### config.mk
export PLATFORM = sky130hd
export DESIGN_NAME = bpe_lerp
export DESIGN_NICKNAME = d
export VERILOG_FILES = /design/src/hdl/bpe_pkg.sv /design/src/hdl/bpe_lerp.sv
export SDC_FILE = /design/constraint.sdc
export NUM_CORES = 2
export LEC_CHECK = 0
export CAP_MARGIN = 20
export CORE_MARGIN = 2
export CORE_UTILIZATION = 28
export CTS_CLUSTER_DIAMETER = 30
export DETAILED_ROUTE_END_ITERATION = 8
export DONT_BUFFER_PORTS = 1
export GPL_ROUTABILITY_DRIVEN = 0
export GPL_TIMING_DRIVEN = 0
export PLACE_DENSITY = 0.39
export SLEW_MARGIN = 25
export SYNTH_ARGS = -nofsm -noshare
export SYNTH_HDL_FRONTEND = slang
export SYNTH_SLANG_ARGS = --single-unit
### constraint.sdc
create_clock -name aclk -period 10.89 [get_ports aclk]
set_input_delay 1.089 -clock aclk [delete_from_list [all_inputs] [get_ports aclk]]
set_output_delay 1.089 -clock aclk [all_outputs]
set_load 0.1 [all_outputs]
### src/hdl/bpe_pkg.sv
package bpe_pkg;

    localparam int COORD_WIDTH = 16;
    localparam int T_FRAC_BITS = 16;
    localparam int T_WIDTH     = T_FRAC_BITS + 1;
    localparam int NUM_AXES    = 3;
    localparam int POINT_WIDTH = NUM_AXES * COORD_WIDTH;

    localparam logic [T_WIDTH-1:0] ONE_T = T_WIDTH'(1) << T_FRAC_BITS;

    localparam logic INTERP_LINEAR = 1'b0;
    localparam logic INTERP_EASE   = 1'b1;

    localparam logic KIND_QUAD  = 1'b0;
    localparam logic KIND_CUBIC = 1'b1;

    typedef logic signed [COORD_WIDTH-1:0] coord_t;
    typedef logic [NUM_AXES-1:0][COORD_WIDTH-1:0] vec_t;
    typedef logic [T_WIDTH-1:0] weight_t;

    typedef struct packed {
        logic                   kind;
        logic [POINT_WIDTH-1:0] start_point;
        logic [POINT_WIDTH-1:0] end_point;
        logic [POINT_WIDTH-1:0] control_one;
        logic [POINT_WIDTH-1:0] control_two;
        logic [T_WIDTH-1:0]     param_t;
    } in_word_t;

    typedef struct packed {
        coord_t point_x;
        coord_t point_y;
        coord_t point_z;
    } out_word_t;

endpackage

### src/hdl/bpe_lerp.sv
module bpe_lerp
    import bpe_pkg::*;
(
    input  logic    aclk,
    input  logic    en,
    input  weight_t weight,
    input  vec_t    a,
    input  vec_t    b,
    output vec_t    r
);

    localparam int DIFF_W = COORD_WIDTH + 1;
    localparam int PROD_W = DIFF_W + T_WIDTH + 1;

    logic signed [DIFF_W-1:0] diff [NUM_AXES];
    logic signed [PROD_W-1:0] prod [NUM_AXES];
    logic        [DIFF_W-1:0] sum  [NUM_AXES];
    vec_t r_reg;
    vec_t r_next;

    // a + floor(s * (b - a) / 2^T_FRAC_BITS); result stays between a and b
    always_comb begin
        for (int i = 0; i < NUM_AXES; i++) begin
            diff[i] = $signed({b[i][COORD_WIDTH-1], b[i]})
                    - $signed({a[i][COORD_WIDTH-1], a[i]});
            prod[i] = PROD_W'($signed({1'b0, weight})) * PROD_W'(diff[i]);
            sum[i]  = {a[i][COORD_WIDTH-1], a[i]}
                    + prod[i][T_FRAC_BITS+COORD_WIDTH:T_FRAC_BITS];
            r_next[i] = sum[i][COORD_WIDTH-1:0];
        end
    end

    always_ff @(posedge aclk) begin
        if (en) begin
            r_reg <= r_next;
        end
    end

    assign r = r_reg;

endmodule

==> run summary <==
CP top delay family: adder cells
CP arrival: 10.56 ns
Syn Area/Cell: 8.70 um^2
Post-synthesis cell type count: 78
Hold Path Cell Cnt: 0
Clk root buf: clkbuf_16
Placed insts: 5,378
Routed Antenna Nets: 0
Flops & latches, synth: 48
Top cells by area, synth: fa_1 40%, ha_1 16%, inv_1 11%
Initial DRC count: 1,328
Largest area contributor in the netlist: fa_1
Core ar.: 118,000 um^2
Layout Area Growth over Synthesis: 10.0%
Required time worst endpoint: 11.03 ns
Relative slew margins: 19.5%
CP Buf/Inv Count: 7
Status: complete, no violations
Ys flop type: edfxtp_1
Top post-synthesis cells by count: 953 x inv_1, 675 x fa_1, 506 x nand2_1, 417 x ha_1, 244 x and2_1
CTS clk-pin slew, worst paths: 0.10 ns
Grt total ovfl: 0
Sequential fraction of the synthesis area: 4.31%
Post-synth net total: 5,046
Initial Util: 28.3%
# H-tree levels: 2
Crit path time final: 10.42 ns
First-pass GRT wire length: 167,000 um
Row count: 126
Critical Path Source Type: input pin
Worst hold-check path type: in2reg
Initial antenna violation count: 13
Slowest-stage cell, CP: fa_1
Final Max Tran Viols: 0
Non-filler cells, final: 5,431
Pin count of the biggest net entering global routing: 49
Fmax: 0.0959 GHz
Post-Syn Area: 33,400 um^2
Hold Path Sink: r[31]
Final Hold Fails: 0
# IOs: 163
Synth top area share: 40.4%
Critical path type: in2reg
Die Wd: 349 um
Routed vias: 24,700
Layout cell share with drive strength beyond 1: 5.89%
Drt pass-1 iters: 5
Yosys synthesis warning count: 0
Largest register FFs: 48
Top-count cell post-synth: inv_1
Clock Sinks: 48
Crit-path most repeated cell: fa_1
DP Wirelength: 94,400 um
Crit end category: flop
Slowest cell delay on critical path: 0.55 ns
DRC errors left: 0
Port bufs: 0
Max cap viols: 0
EDFF count, synth: 48
Tcrit/Tclk final: 95.7%
Fin nets: 5,093
Cts bufs inserted: 5
Vias in the first global route: 25,800
Final setup viols: 0
Max FO, Critical Path: 10
Wire length per cell: 20.3 um
Max Root-Sink Buffers: 2
Die height: 349 um
Hold Crit Start: en
Die area: 122,000 um^2
Ys async rst share: 0%
Post-Syn Instances: 3,839
Total track usage: 18.5%
DR vias/cell: 4.54
DRT Wirelength: 111,000 um
Worst slew pin tran: 1.21 ns
CTS tree: built
-- routing by layer --
| metal | wire length (um) | up-vias | track usage (%) |
|---|---|---|---|
| met1 | 52200 | 12600 | 26.5 |
| met5 | 16 | - | 0 |
| li1 | - | 11600 | - |
| met3 | 4920 | 35 | 2.15 |
| met4 | 1710 | 2 | 3.36 |
| met2 | 51700 | 418 | 30.4 |
-- through the flow --
stage | util, % | area, um^2 | hold WS, ns | TNS [ns] | setup WS (ns)
after floorplan | - | 33400 | 1.20 | 0 | 0.880
after global placement | 29.9 | 35300 | 1.21 | -15.55 | -1.63
after detailed placement | 30.1 | 35600 | 1.21 | -10.39 | -1.30
after CTS | 30.5 | 36100 | 0.789 | -0.00821 | -0.00821
after global routing | 31.1 | 36700 | 0.790 | -0.0319 | -0.0319
final | 31.1 | 36800 | 0.810 | 0 | 0.468
-- cells in the final DEF, fill, tap and decap left out, types with 7 or more instances in the layout --
cell type,Yosys,routed
a211oi_1,13,11
a21o_1,34,34
a21oi_1,73,62
a21oi_2,0,9
and2_1,244,243
and3_1,21,20
buf_4,0,44
clkbuf_1,150,103
clkbuf_2,0,29
diode_2,0,8
edfxtp_1,48,48
fa_1,675,674
ha_1,417,416
inv_1,953,952
mux2_2,7,7
nand2_1,506,506
nand2b_1,41,41
nand3_1,32,31
nand4_1,15,15
nor2_1,99,97
nor2b_1,103,100
nor3_1,30,29
o211ai_1,18,18
o21a_1,24,24
o21ai_0,40,33
o21ai_1,1,7
o21bai_1,14,13
o31a_1,8,8
or2_2,27,27
or3_1,14,14
xnor2_1,95,68
xnor2_2,1,15
xnor2_4,0,13
xor2_1,33,28
-- logic make-up (layout without fill, tap and decap cells) --
logic type	Yosys count	after routing	share of synthesized area, %
xor gates and xnor gates	132	132	3.61
muxes	17	17	0.580
DFF	48	48	4.31
other	0	8	0
adders and majority gates	1092	1092	56.1
buffers and inverters	1106	1154	12.5
and+or+nand+nor	1153	1153	17.0
AOI/OAI and AO/OA	291	291	6.04
-- worst max-delay path by stage --
stage,to,start,cells past startpoint
floorplan,r[15],a[1],39
global placement,r[47],b[32],37
detailed placement,r[47],b[32],38
CTS,r[15],b[0],38
global route,r[47],b[32],39
finish,r[47],b[32],40
-- final cells by class --
class	count	area [um^2]
multi-input combinational	2685	28600
timing repair buffer	48	404
fill	12700	81500
antenna	8	20.0
inverter	953	3580
clock buffer	6	129
clock inverter	2	35.0
buffer	145	638
tap	1536	1920
sequential	48	1440
-- repair_timing --
action                                  in CTS  in global routing
pin swaps                                    3                 31
endpoints found under the setup margin       9                 10
hold buffers                                 0                  0
resized for setup                           55                105
setup buffers                                4                 41
Power is left out: the tool's default activity adds up to more than one toggle a clock period on the data nets, which glitch-free logic cannot reach.
